===== config.mk =====
export PLATFORM = sky130hd
export DESIGN_NAME = ema_poisson_zscore_detector
export DESIGN_NICKNAME = d
export VERILOG_FILES = /design/src/design/ezd_pkg.sv /design/src/design/ema_poisson_zscore_detector.sv /design/src/design/ezd_ema_mac.sv /design/src/design/ezd_isqrt.sv /design/src/design/ezd_div.sv
export SDC_FILE = /design/constraint.sdc
export NUM_CORES = 1
export LEC_CHECK = 0
export ABC_AREA = 1
export CAP_MARGIN = 20
export CORE_MARGIN = 2
export CORE_UTILIZATION = 50
export DETAILED_ROUTE_END_ITERATION = 6
export DONT_BUFFER_PORTS = 1
export PLACE_DENSITY_LB_ADDON = 0.2
export SLEW_MARGIN = 20
export SYNTH_ARGS = -nofsm -noshare
export SYNTH_HDL_FRONTEND = slang
export SYNTH_SLANG_ARGS = --single-unit

===== constraint.sdc =====
create_clock -name i_clk -period 6.6 [get_ports i_clk]
set_clock_uncertainty 0.15 [all_clocks]
set_input_delay 0.99 -clock i_clk [delete_from_list [all_inputs] [get_ports i_clk]]
set_output_delay 0.99 -clock i_clk [all_outputs]
set_load 0.005 [all_outputs]

===== src/design/ezd_pkg.sv =====
package ezd_pkg;

    // Fraction bits of the running average (unsigned 32.16 at the default width).
    localparam int FRAC_BITS = 16;

    // Default width of the volume count.
    localparam int VOLUME_BITS_DEF = 32;

    // Quotient bits kept by the divider; anything larger saturates.
    localparam int QUO_BITS = 17;

    // Smoothing factor used when the register holds zero (0.2 in Q0.16).
    localparam logic [15:0] ALPHA_DEFAULT = 16'd13107;

    // Reset value of the threshold (2.0 in Q7.8).
    localparam logic [14:0] THRESH_RESET = 15'd512;

    // Marker size cap (10.0 in Q4.8).
    localparam logic [11:0] MARKER_CAP = 12'd2560;

    // Configuration register indexes.
    localparam int CFG_IDX_BITS = 2;
    localparam logic [CFG_IDX_BITS-1:0] CFG_SMOOTHING = 2'd0;
    localparam logic [CFG_IDX_BITS-1:0] CFG_THRESHOLD = 2'd1;

endpackage


===== src/design/ema_poisson_zscore_detector.sv =====
// Volume anomaly detector: exponential moving average with a Poisson-style score.
//
// Input channel (i_in_valid / o_in_ready) takes one word per sample: a volume
// count and a restart flag that seeds the average with that sample. Output
// channel (o_out_valid / i_out_ready) gives one word per input word: the gated
// score in signed Q8.8 and a marker size in Q4.8. The configuration channel
// (i_cfg_valid / o_cfg_ready) writes the smoothing factor (index 0) or the score
// threshold (index 1); it is always ready and is only to be used while idle.
//
// One word is in flight at a time. It passes through the serial average update,
// the square root (SW bits wide, where SW = (VOLUME_BITS + 17) / 2), the division
// (which ends at once when the score is too large for the divider) and the magnitude
// step. The next word is accepted only after the result of the last one has been
// loaded into the output register.
//
// Reset (synchronous, active low) clears the average and loads the default
// registers. The finished result sits in an output register, so the next word
// is accepted while the receiver stalls; a second result then waits until the
// output register is taken.
module ema_poisson_zscore_detector #(
    parameter int VOLUME_BITS = ezd_pkg::VOLUME_BITS_DEF
) (
    input  logic                             i_clk,
    input  logic                             i_rst_n,
    input  logic                             i_in_valid,
    output logic                             o_in_ready,
    input  logic [VOLUME_BITS-1:0]           i_volume_count,
    input  logic                             i_restart,
    output logic                             o_out_valid,
    input  logic                             i_out_ready,
    output logic signed [15:0]               o_gated_score,
    output logic [11:0]                      o_marker_size,
    input  logic                             i_cfg_valid,
    output logic                             o_cfg_ready,
    input  logic [ezd_pkg::CFG_IDX_BITS-1:0] i_cfg_index,
    input  logic [15:0]                      i_cfg_data
);

    localparam int AW = VOLUME_BITS + ezd_pkg::FRAC_BITS;
    localparam int SW = (AW + 1) / 2;
    localparam int QB = ezd_pkg::QUO_BITS;

    localparam logic [2:0] S_IDLE = 3'd0;
    localparam logic [2:0] S_MAC  = 3'd1;
    localparam logic [2:0] S_SQRT = 3'd2;
    localparam logic [2:0] S_DIV  = 3'd3;
    localparam logic [2:0] S_MAG  = 3'd4;
    localparam logic [2:0] S_OUT  = 3'd5;

    logic [2:0]    r_state;
    logic [15:0]   r_alpha;
    logic [14:0]   r_thresh;
    logic [AW-1:0] r_avg;
    logic [AW-1:0] r_vq;
    logic [AW-1:0] r_dist;
    logic          r_neg;
    logic          r_root_zero;
    logic [QB-1:0] r_mag;
    logic          r_out_valid;
    logic [15:0]   r_gated;
    logic [11:0]   r_marker;

    logic          in_fire;
    logic [AW-1:0] n_vq;
    logic [AW-1:0] n_seed;
    logic [15:0]   n_alpha;

    logic          mac_done;
    logic [AW-1:0] mac_avg;
    logic          sqrt_start;
    logic          sqrt_done;
    logic [SW-1:0] sqrt_root;
    logic          div_start;
    logic          div_done;
    logic [QB-1:0] div_quot;

    logic          out_load;
    logic          n_pass;
    logic [QB-1:0] n_lim;
    logic [QB-1:0] n_sat;
    logic [15:0]   n_gated;
    logic [11:0]   n_marker;

    assign o_in_ready = (r_state == S_IDLE);
    assign o_cfg_ready = 1'b1;
    assign in_fire = i_in_valid && o_in_ready;

    assign n_vq    = {i_volume_count, {ezd_pkg::FRAC_BITS{1'b0}}};
    assign n_seed  = i_restart ? n_vq : r_avg;
    assign n_alpha = (r_alpha == 16'd0) ? ezd_pkg::ALPHA_DEFAULT : r_alpha;

    assign sqrt_start = (r_state == S_MAC) && mac_done;
    assign div_start  = (r_state == S_SQRT) && sqrt_done;
    assign out_load   = (r_state == S_OUT) && (!r_out_valid || i_out_ready);

    ezd_ema_mac #(
        .AW(AW)
    ) u_mac (
        .i_clk     (i_clk),
        .i_rst_n   (i_rst_n),
        .i_start   (in_fire),
        .i_alpha   (n_alpha),
        .i_sample  (n_vq),
        .i_average (n_seed),
        .o_done    (mac_done),
        .o_average (mac_avg)
    );

    ezd_isqrt #(
        .AW(AW),
        .SW(SW)
    ) u_sqrt (
        .i_clk      (i_clk),
        .i_rst_n    (i_rst_n),
        .i_start    (sqrt_start),
        .i_radicand (mac_avg),
        .o_done     (sqrt_done),
        .o_root     (sqrt_root)
    );

    ezd_div #(
        .AW(AW),
        .SW(SW)
    ) u_div (
        .i_clk      (i_clk),
        .i_rst_n    (i_rst_n),
        .i_start    (div_start),
        .i_dividend (r_dist),
        .i_divisor  (sqrt_root),
        .o_done     (div_done),
        .o_quot     (div_quot)
    );

    // Gating, saturation and marker size from the registered magnitude.
    // The threshold test uses the magnitude before saturation.
    always_comb begin
        n_pass   = (r_mag > QB'(r_thresh));
        n_lim    = r_neg ? QB'(32768) : QB'(32767);
        n_sat    = (r_mag > n_lim) ? n_lim : r_mag;
        n_gated  = '0;
        n_marker = '0;
        if (n_pass) begin
            n_gated = r_neg ? 16'(~n_sat + QB'(1)) : n_sat[15:0];
            if (r_mag > QB'(256)) begin
                n_marker = ezd_pkg::MARKER_CAP;
            end else begin
                n_marker = {r_mag[8:0], 3'b000} + {2'b00, r_mag[8:0], 1'b0};
            end
        end
    end

    always_ff @(posedge i_clk) begin
        if (!i_rst_n) begin
            r_state     <= S_IDLE;
            r_alpha     <= ezd_pkg::ALPHA_DEFAULT;
            r_thresh    <= ezd_pkg::THRESH_RESET;
            r_avg       <= '0;
            r_out_valid <= 1'b0;
        end else begin
            if (i_cfg_valid && o_cfg_ready) begin
                unique case (i_cfg_index)
                    ezd_pkg::CFG_SMOOTHING: r_alpha  <= i_cfg_data;
                    ezd_pkg::CFG_THRESHOLD: r_thresh <= i_cfg_data[14:0];
                    default: ;
                endcase
            end

            if (out_load) begin
                r_out_valid <= 1'b1;
            end else if (r_out_valid && i_out_ready) begin
                r_out_valid <= 1'b0;
            end

            unique case (r_state)
                S_IDLE: begin
                    if (in_fire) begin
                        r_state <= S_MAC;
                    end
                end
                S_MAC: begin
                    if (mac_done) begin
                        r_avg   <= mac_avg;
                        r_state <= S_SQRT;
                    end
                end
                S_SQRT: begin
                    if (sqrt_done) begin
                        r_state <= S_DIV;
                    end
                end
                S_DIV: begin
                    if (div_done) begin
                        r_state <= S_MAG;
                    end
                end
                S_MAG: begin
                    r_state <= S_OUT;
                end
                S_OUT: begin
                    if (out_load) begin
                        r_state <= S_IDLE;
                    end
                end
                default: begin
                    r_state <= S_IDLE;
                end
            endcase
        end
    end

    // Datapath registers, no reset needed.
    always_ff @(posedge i_clk) begin
        if (in_fire) begin
            r_vq <= n_vq;
        end
        if (sqrt_start) begin
            r_neg  <= (r_vq < mac_avg);
            r_dist <= (r_vq >= mac_avg) ? (r_vq - mac_avg) : (mac_avg - r_vq);
        end
        if (div_start) begin
            r_root_zero <= (sqrt_root == '0);
        end
        if ((r_state == S_DIV) && div_done) begin
            // A zero average gives a zero score.
            r_mag <= r_root_zero ? '0 : div_quot;
        end
        if (out_load) begin
            r_gated  <= n_gated;
            r_marker <= n_marker;
        end
    end

    assign o_out_valid   = r_out_valid;
    assign o_gated_score = r_gated;
    assign o_marker_size = r_marker;

endmodule


===== src/design/ezd_ema_mac.sv =====
module ezd_ema_mac #(
    parameter int AW = 48
) (
    input  logic          i_clk,
    input  logic          i_rst_n,
    input  logic          i_start,
    input  logic [15:0]   i_alpha,
    input  logic [AW-1:0] i_sample,
    input  logic [AW-1:0] i_average,
    output logic          o_done,
    output logic [AW-1:0] o_average
);

    // Computes (a*V + (65536-a)*E) >> 16 one multiplier bit per cycle, LSB first.
    // The accumulator is shifted right each step, so the dropped bits are the fraction.

    logic [AW-1:0] r_v;
    logic [AW-1:0] r_e;
    logic [AW:0]   r_ve;
    logic [AW:0]   r_acc;
    logic [15:0]   r_a;
    logic [15:0]   r_b;
    logic [3:0]    r_cnt;
    logic          r_busy;
    logic          r_done;

    logic [AW+1:0] n_addend;
    logic [AW+1:0] n_sum;

    always_comb begin
        unique case ({r_a[0], r_b[0]})
            2'b11:   n_addend = {1'b0, r_ve};
            2'b10:   n_addend = {2'b00, r_v};
            2'b01:   n_addend = {2'b00, r_e};
            default: n_addend = '0;
        endcase
        n_sum = {1'b0, r_acc} + n_addend;
    end

    always_ff @(posedge i_clk) begin
        if (!i_rst_n) begin
            r_busy <= 1'b0;
            r_done <= 1'b0;
            r_cnt  <= '0;
        end else begin
            r_done <= 1'b0;
            if (i_start) begin
                r_busy <= 1'b1;
                r_cnt  <= 4'd15;
            end else if (r_busy) begin
                r_cnt <= r_cnt - 4'd1;
                if (r_cnt == 4'd0) begin
                    r_busy <= 1'b0;
                    r_done <= 1'b1;
                end
            end
        end
    end

    always_ff @(posedge i_clk) begin
        if (i_start) begin
            r_v   <= i_sample;
            r_e   <= i_average;
            r_ve  <= {1'b0, i_sample} + {1'b0, i_average};
            r_acc <= '0;
            r_a   <= i_alpha;
            r_b   <= 16'(17'd65536 - {1'b0, i_alpha});
        end else if (r_busy) begin
            r_acc <= n_sum[AW+1:1];
            r_a   <= {1'b0, r_a[15:1]};
            r_b   <= {1'b0, r_b[15:1]};
        end
    end

    assign o_done    = r_done;
    assign o_average = r_acc[AW-1:0];

endmodule


===== src/design/ezd_isqrt.sv =====
module ezd_isqrt #(
    parameter int AW = 48,
    parameter int SW = (AW + 1) / 2
) (
    input  logic          i_clk,
    input  logic          i_rst_n,
    input  logic          i_start,
    input  logic [AW-1:0] i_radicand,
    output logic          o_done,
    output logic [SW-1:0] o_root
);

    // Restoring square root, one root bit (two radicand bits) per cycle.

    localparam int RW    = 2 * SW;
    localparam int CNT_W = $clog2(SW);

    logic [RW-1:0]    r_rad;
    logic [SW-1:0]    r_rem;
    logic [SW-1:0]    r_root;
    logic [CNT_W-1:0] r_cnt;
    logic             r_busy;
    logic             r_done;

    logic [SW+1:0] n_shift;
    logic [SW+1:0] n_trial;
    logic [SW+1:0] n_diff;
    logic          n_fit;

    always_comb begin
        n_shift = {r_rem, r_rad[RW-1:RW-2]};
        n_trial = {r_root, 2'b01};
        n_fit   = (n_shift >= n_trial);
        n_diff  = n_shift - n_trial;
    end

    always_ff @(posedge i_clk) begin
        if (!i_rst_n) begin
            r_busy <= 1'b0;
            r_done <= 1'b0;
            r_cnt  <= '0;
        end else begin
            r_done <= 1'b0;
            if (i_start) begin
                r_busy <= 1'b1;
                r_cnt  <= CNT_W'(SW - 1);
            end else if (r_busy) begin
                r_cnt <= r_cnt - CNT_W'(1);
                if (r_cnt == '0) begin
                    r_busy <= 1'b0;
                    r_done <= 1'b1;
                end
            end
        end
    end

    always_ff @(posedge i_clk) begin
        if (i_start) begin
            r_rad  <= RW'(i_radicand);
            r_rem  <= '0;
            r_root <= '0;
        end else if (r_busy) begin
            r_rad <= {r_rad[RW-3:0], 2'b00};
            if (n_fit) begin
                r_rem  <= n_diff[SW-1:0];
                r_root <= {r_root[SW-2:0], 1'b1};
            end else begin
                r_rem  <= n_shift[SW-1:0];
                r_root <= {r_root[SW-2:0], 1'b0};
            end
        end
    end

    assign o_done = r_done;
    assign o_root = r_root;

endmodule


===== src/design/ezd_div.sv =====
module ezd_div #(
    parameter int AW = 48,
    parameter int SW = (AW + 1) / 2
) (
    input  logic                       i_clk,
    input  logic                       i_rst_n,
    input  logic                       i_start,
    input  logic [AW-1:0]              i_dividend,
    input  logic [SW-1:0]              i_divisor,
    output logic                       o_done,
    output logic [ezd_pkg::QUO_BITS-1:0] o_quot
);

    // Restoring division producing only the low quotient bits. A quotient that
    // does not fit is found up front and returned as all ones.

    localparam int QB    = ezd_pkg::QUO_BITS;
    localparam int HW    = AW - QB;
    localparam int CW    = (HW > SW) ? HW : SW;
    localparam int CNT_W = $clog2(QB);

    logic [SW-1:0]    r_rem;
    logic [SW-1:0]    r_div;
    logic [QB-1:0]    r_lo;
    logic [QB-1:0]    r_quot;
    logic [CNT_W-1:0] r_cnt;
    logic             r_busy;
    logic             r_done;

    logic [CW-1:0] n_hi;
    logic [CW-1:0] n_dvs;
    logic          n_ovf;
    logic [SW:0]   n_shift;
    logic [SW:0]   n_diff;
    logic          n_fit;

    always_comb begin
        n_hi    = CW'(i_dividend[AW-1:QB]);
        n_dvs   = CW'(i_divisor);
        n_ovf   = (n_hi >= n_dvs);
        n_shift = {r_rem, r_lo[QB-1]};
        n_diff  = n_shift - {1'b0, r_div};
        n_fit   = (n_shift >= {1'b0, r_div});
    end

    always_ff @(posedge i_clk) begin
        if (!i_rst_n) begin
            r_busy <= 1'b0;
            r_done <= 1'b0;
            r_cnt  <= '0;
        end else begin
            r_done <= 1'b0;
            if (i_start) begin
                if (n_ovf) begin
                    r_done <= 1'b1;
                end else begin
                    r_busy <= 1'b1;
                    r_cnt  <= CNT_W'(QB - 1);
                end
            end else if (r_busy) begin
                r_cnt <= r_cnt - CNT_W'(1);
                if (r_cnt == '0) begin
                    r_busy <= 1'b0;
                    r_done <= 1'b1;
                end
            end
        end
    end

    always_ff @(posedge i_clk) begin
        if (i_start) begin
            r_rem  <= n_hi[SW-1:0];
            r_div  <= i_divisor;
            r_lo   <= i_dividend[QB-1:0];
            r_quot <= n_ovf ? '1 : '0;
        end else if (r_busy) begin
            r_lo   <= {r_lo[QB-2:0], 1'b0};
            r_quot <= {r_quot[QB-2:0], n_fit};
            r_rem  <= n_fit ? n_diff[SW-1:0] : n_shift[SW-1:0];
        end
    end

    assign o_done = r_done;
    assign o_quot = r_quot;

endmodule

[Word level (Yosys, flattened, before mapping)]
Cells that the tools add are included.
Word-level totals
  word-level logic and storage cells: 158
  register bits: 586
  input port bits: 56
Cells by class
  multiplexer cells: 55
  $add $sub $neg: 12
  reductions and logical operators: 28
  equal/unequal tests: 15
  bitwise gates (word level): 5
  magnitude comparators: 8
Operator list (number)
  2-to-1 mux 48 bit: 4
  case mux 49 bit (3 select lines): 1
  2-to-1 mux 16 bit: 8
  2-to-1 mux 24 bit: 4
  subtractor 48 bit: 2
  2-to-1 mux 17 bit: 5
  adder 49 x 49 -> 50 bit: 1
  adder 48 x 48 -> 49 bit: 1
  greater-or-equal comparator 48 bit: 1
  less-than comparator 48 bit: 1
  subtractor 24 bit: 2
  greater-or-equal comparator 31 x 24 -> 1 bit: 1
  greater-or-equal comparator 26 bit: 1
  greater-or-equal comparator 25 x 24 -> 1 bit: 1
  2-to-1 mux 5 bit: 5
  zero test 24 bit: 1
  2-to-1 mux 1 bit: 19
  case mux 3 bit (6 select lines): 1
  greater-than comparator 17 x 15 -> 1 bit: 1
  greater-than comparator 17 x 16 -> 1 bit: 1
  greater-than comparator 17 x 9 -> 1 bit, second input constant: 1
  adder 16 x 1 -> 16 bit, second input constant: 1
  zero test 16 bit: 1
  inverter 16 bit: 1
  other kinds (27): 58

[Longest topological paths before layout]
  word-level depth: 6
  depth in mapped cells: 23
  gate-level depth less buffers: 21

[Hierarchy]
A second synthesis with hierarchy kept.
Second synthesis, totals
  cell total of the unflattened synthesis: 5526
  area total of the unflattened synthesis: 42172.9 µm²
Modules (own cells, without submodules)
  ezd_ema_mac: cells each 2144, instances 1, area each 16084.2 µm²
  ema_poisson_zscore_detector: cells each 1749, instances 1, area each 13929.6 µm²
  ezd_div: cells each 795, instances 1, area each 6158.4 µm²
  ezd_isqrt: cells each 838, instances 1, area each 6000.8 µm²

[Least setup slack after synthesis]
Ideal clock, no wire load.
  path kind: input to register
  start: input i_in_valid
  end: register u_mac.r_a[0] (data pin)
  slack: 1.328 ns
  data arrival time: 4.972 ns
  cell stages on the path: 5
  data required time: 6.299 ns
  setup time: 0.151 ns
  cell sequence: nand2_1 clkinv_1 clkbuf_1 nand2_1 nand2_1
On the way
  word-level cells in the longest chain between the ends: 2
Ends and longest elaborated chain
  from (decl): RTL line ema_poisson_zscore_detector.sv:25  | input logic i_in_valid,
  logical AND 1 bit: RTL line ema_poisson_zscore_detector.sv:86  | assign in_fire = i_in_valid && o_in_ready;
  net in_fire: RTL line ema_poisson_zscore_detector.sv:63  | logic in_fire;
  2-to-1 mux 16 bit: RTL line ezd_ema_mac.sv:61  | if (i_start) begin
  to (signal assigned): RTL line ezd_ema_mac.sv:66  | r_a <= i_alpha;
  to (signal assigned): RTL line ezd_ema_mac.sv:70  | r_a <= {1'b0, r_a[15:1]};
  to (decl): RTL line ezd_ema_mac.sv:21  | logic [15:0] r_a;
The timed path passes the listed nets, and every way through them passes these cells.
A chain may end at the register's enable or synchronous reset.

[Worst setup path in the final report]
  start: register u_mac.r_b[0]
  end: register u_mac.r_acc[45]
On the way
  word-level cells in the longest chain between the ends: 3
Ends and longest elaborated chain
  from (decl): RTL line ezd_ema_mac.sv:22  | logic [15:0] r_b;
  from (signal assigned): RTL line ezd_ema_mac.sv:67  | r_b <= 16'(17'd65536 - {1'b0, i_alpha});
  from (signal assigned): RTL line ezd_ema_mac.sv:71  | r_b <= {1'b0, r_b[15:1]};
  == test 2 x 1 -> 1 bit or == test 2 bit (tied branches): RTL line ezd_ema_mac.sv:31  | unique case ({r_a[0], r_b[0]})
  case mux 49 bit (3 select lines) *: RTL line ezd_ema_mac.sv:31
  adder 49 x 49 -> 50 bit *: RTL line ezd_ema_mac.sv:37  | n_sum = {1'b0, r_acc} + n_addend;
  to (signal assigned): RTL line ezd_ema_mac.sv:69  | r_acc <= n_sum[AW+1:1];
  to (decl): RTL line ezd_ema_mac.sv:20  | logic [AW:0] r_acc;
Every way passes the cells marked *; elsewhere a longest branch is shown, timed or not.

==> results.yml <==
status:
  status: "complete, no violations"
cells_and_area:
  area_delta_synth_final_pct: 8.12
  final_layout_size_suffix_gt1_frac: 0.0436
  final_cells: 5611
  fin_nets: 4932
  antenna_cells_inserted: 0
die:
  core_area_sq_um: 71700
  die_y_extent_um: 273
  dieArea_sq_um: 74800
  initial_utilization: 0.506
  die_width_um: 273
  std_cell_rows: 98
  floorplan.io_pins: 87
power:
  power.leakage_nw: 17.1
  power_density_normalized_to_cell_area_nw_per_um2: 387
  ir_drop_v: 0.000256
global_route:
  first_global_vias: 30308
  grt_pass1_wl_um: 169000
  grt_util_met1: 0.389
  global_route.peak_usage_layer: "met2"
  groute.layer.met2.usage: 0.479
  grtUsageTotal: 0.287
  groute.layer.met3.usage: 0.0291
  pin_count_of_the_biggest_net_entering_global_routing: 117
  antenna_found_initial: 0
  grt_remaining_overflow: 0
sta:
  hold_violations: 0
  fin_crit_ns: 4.21
  max_slew.worst_pin.slew_ns: 1.03
  rsz_0062_raised_after_global_routing: "false"
  fin_setup_tns_ns: 0
  slew-limit-headroom: 0.311
  final_max_slew_viol_count: 0
  maxClockFrequency_mhz: 238
  final_min_period_over_clock_period: 0.637
  setup-violations-final: 0
yosys:
  dominantRegCellSynth: "sky130_fd_sc_hd__edfxtp_1"
  yosys-top-cells-count: "1109 x sky130_fd_sc_hd__nand2_1, 642 x sky130_fd_sc_hd__inv_1, 413 x sky130_fd_sc_hd__nor2_1"
  postSynth.asyncResetShare: 0
  syn_area_per_cell_sq_um: 7.82
  synthesis.area_sq_um: 36300
  synth-edff-count: 369
  post_synth_inst_count: 4645
  ys_seq_area_frac: 0.415
  total_of_flip_flops_plus_latches_after_synthesis: 569
  synth_cell_types: 64
  main_area_contributors_after_synthesis: "sky130_fd_sc_hd__edfxtp_1 31%, sky130_fd_sc_hd__nand2_1 11%, sky130_fd_sc_hd__dfxtp_1 11%"
  ys.warnings.count: 0
  yosys.area.top_type_share: 0.305
  synth_nets: 4969
  most_common_cell_in_the_netlist: "sky130_fd_sc_hd__nand2_1"
  synth_area_leader_cell: "sky130_fd_sc_hd__edfxtp_1"
clock_network:
  tritoncts_clock_tree: "yes"
  clock_tree.buffer_depth: 3
  cts_post_setup_buffers_inserted: 0
  root_buffer: "sky130_fd_sc_hd__clkbuf_16"
  numCtsBuffers: 66
  clk_latency_ns: 0.61
  cts_sinks: 569
  cts_hold_repair.buffers: 0
  htree_num_levels: 3
  post_cts_resized: 0
  worst_setup_hold_path_clk_slew_ns: 0.06
detailed_routing:
  viasPerCell: 5.58
  drt-wirelength-per-cell_um: 19.2
  residual_antenna_violating_net_count_after_detailed_routing: 0
  route.detailed.drc: 0
  routed_wirelength_um: 108000
  first_iter_violations: 2521
  dr.pass1.iters: 6
  via_count: 31289
worst_setup_path:
  cp-start-kind: "flip-flop"
  crit_fanout: 49
  cp_data_required_time_ns: 6.94
  cp.arrival_ns: 4.55
  timing.setup.critical_path_class: "reg -> reg"
  crit_path_end_kind: "flip-flop"
placed_design:
  post-dp-hpwl_um: 82900
  place.detailed.instances: 5490
  gpl.final_weighted_congestion: 1.01
  place.port_buffers: 0
worst_hold_path:
  hp-class: "reg -> reg"
run:
  maxCapViolations: 0
-- registers in the layout (all words and copies together), names as in the netlist, 4 cells and up --
| register | count |
|---|---|
| u_mac.r_a | 16 |
| u_sqrt.r_rad | 48 |
| r_alpha | 16 |
| u_sqrt.r_cnt | 5 |
| r_avg | 48 |
| u_mac.r_cnt | 4 |
| u_mac.r_e | 32 |
| u_sqrt.r_rem | 24 |
| u_div.o_quot | 17 |
| u_div.r_rem | 24 |
| u_mac.r_ve | 49 |
| r_dist | 48 |
| u_mac.r_v | 32 |
| r_thresh | 15 |
| u_mac.r_acc | 49 |
| u_mac.r_b | 16 |
| o_marker_size | 11 |
| r_mag | 17 |
| o_gated_score | 16 |
| u_div.r_div | 24 |
| u_sqrt.o_root | 24 |
| u_div.r_lo | 17 |
| u_div.r_cnt | 5 |
-- cells in the final DEF (no fill, tap or decap), types with 6 or more instances in the layout --
cell	Yosys	layout
sky130_fd_sc_hd__nand2_2	13	15
sky130_fd_sc_hd__o21ai_1	30	30
sky130_fd_sc_hd__clkbuf_1	89	23
sky130_fd_sc_hd__a211oi_1	6	6
sky130_fd_sc_hd__clkinv_2	0	6
sky130_fd_sc_hd__nand3_2	6	6
sky130_fd_sc_hd__clkbuf_16	0	68
sky130_fd_sc_hd__o21ai_2	14	14
sky130_fd_sc_hd__nand3_1	207	207
sky130_fd_sc_hd__buf_4	10	22
sky130_fd_sc_hd__nand4_1	36	36
sky130_fd_sc_hd__nand2_1	1109	1106
sky130_fd_sc_hd__ha_1	263	263
sky130_fd_sc_hd__dfxtp_1	200	199
sky130_fd_sc_hd__xnor2_1	45	45
sky130_fd_sc_hd__nor2_1	413	411
sky130_fd_sc_hd__o211ai_1	98	98
sky130_fd_sc_hd__nor2_2	12	12
sky130_fd_sc_hd__o21bai_1	46	46
sky130_fd_sc_hd__a31oi_1	19	19
sky130_fd_sc_hd__inv_2	9	11
sky130_fd_sc_hd__o22ai_1	70	70
sky130_fd_sc_hd__nor3_1	46	46
sky130_fd_sc_hd__a21o_1	29	29
sky130_fd_sc_hd__edfxtp_1	369	369
sky130_fd_sc_hd__inv_1	642	640
sky130_fd_sc_hd__a21oi_1	320	320
sky130_fd_sc_hd__a21boi_0	8	8
sky130_fd_sc_hd__xor2_1	92	92
sky130_fd_sc_hd__nor4_1	28	27
sky130_fd_sc_hd__o21a_1	7	7
sky130_fd_sc_hd__or2_2	7	7
sky130_fd_sc_hd__o221ai_1	8	8
sky130_fd_sc_hd__o21ai_0	312	312
-- logic make-up after synthesis --
family,count (synthesis),share of synthesized area
buf+inv,781,0.0846
flops,569,0.415
simple gates,1896,0.215
fa+ha+maj,268,0.0934
other cells,2,0.000207
compound gates,991,0.158
xor+xnor,138,0.0335
-- metal layers --
layer,up-vias,wire length (um)
li1,15513,-
met2,869,50400
met4,0,3180
met3,172,5220
met5,-,0
met1,14735,48800
-- worst max-delay path, stage by stage (launching register included) --
cell	delay (ns)
sky130_fd_sc_hd__edfxtp_1	0.33
sky130_fd_sc_hd__buf_4	0.43
sky130_fd_sc_hd__inv_2	0.11
sky130_fd_sc_hd__nor2_2	0.68
sky130_fd_sc_hd__buf_4	0.27
sky130_fd_sc_hd__nand2_1	0.06
sky130_fd_sc_hd__o211ai_1	0.09
sky130_fd_sc_hd__ha_1	0.31
sky130_fd_sc_hd__a21oi_1	0.22
sky130_fd_sc_hd__o21ai_0	0.21
sky130_fd_sc_hd__a21oi_1	0.36
sky130_fd_sc_hd__o21ai_0	0.22
sky130_fd_sc_hd__nand2_1	0.10
sky130_fd_sc_hd__nand4_1	0.16
sky130_fd_sc_hd__nand2_1	0.11
sky130_fd_sc_hd__nand2_1	0.05
sky130_fd_sc_hd__o21bai_1	0.14
sky130_fd_sc_hd__inv_1	0.04
-- where the power goes --
part | switching, mW | internal (mW) | leakage [nW] | total, mW
logic | 4.50 | 2.06 | 11.0 | 6.56
registers | 0.443 | 4.54 | 5.05 | 4.98
clock network | 1.52 | 2.15 | 1.04 | 3.67
total | 6.46 | 8.75 | 17.1 | 15.2
-- per-stage QoR --
step           hold WS, ns   util  total power [mW]  setup WS [ns]  area [sq um]
2_1_floorplan        0.258      -              9.60           1.33         36300
3_3_place_gp         0.264  0.517              11.4           2.55         37100
3_5_place_dp         0.268  0.517              11.5           2.54         37100
4_1_cts              0.280  0.547              15.1           2.50         39300
5_1_grt              0.289  0.547              16.2           2.11         39300
6_report             0.280  0.547              15.2           2.39         39300
-- final cells by class --
class,count,area [sq um]
Sequential cell,569,15100
Multi-Input combinational cell,3295,18200
Fill cell,6839,32500
Clock inverter,26,327
Tap cell,950,1190
Timing Repair Buffer,23,185
Clock buffer,95,1830
Inverter,653,2450
-- final timing paths --
check | to | from | slack (ns) | cells after the start
min reg2reg | u_div.r_div[16] | u_sqrt.o_root[16] | 0.28 | 0
max reg2reg | u_mac.r_acc[45] | u_mac.r_b[0] | 2.39 | 17
max | u_mac.r_acc[45] | u_mac.r_b[0] | 2.39 | 17
min | u_div.r_div[16] | u_sqrt.o_root[16] | 0.28 | 0
No activity file was read; power rests on OpenSTA's default activity.
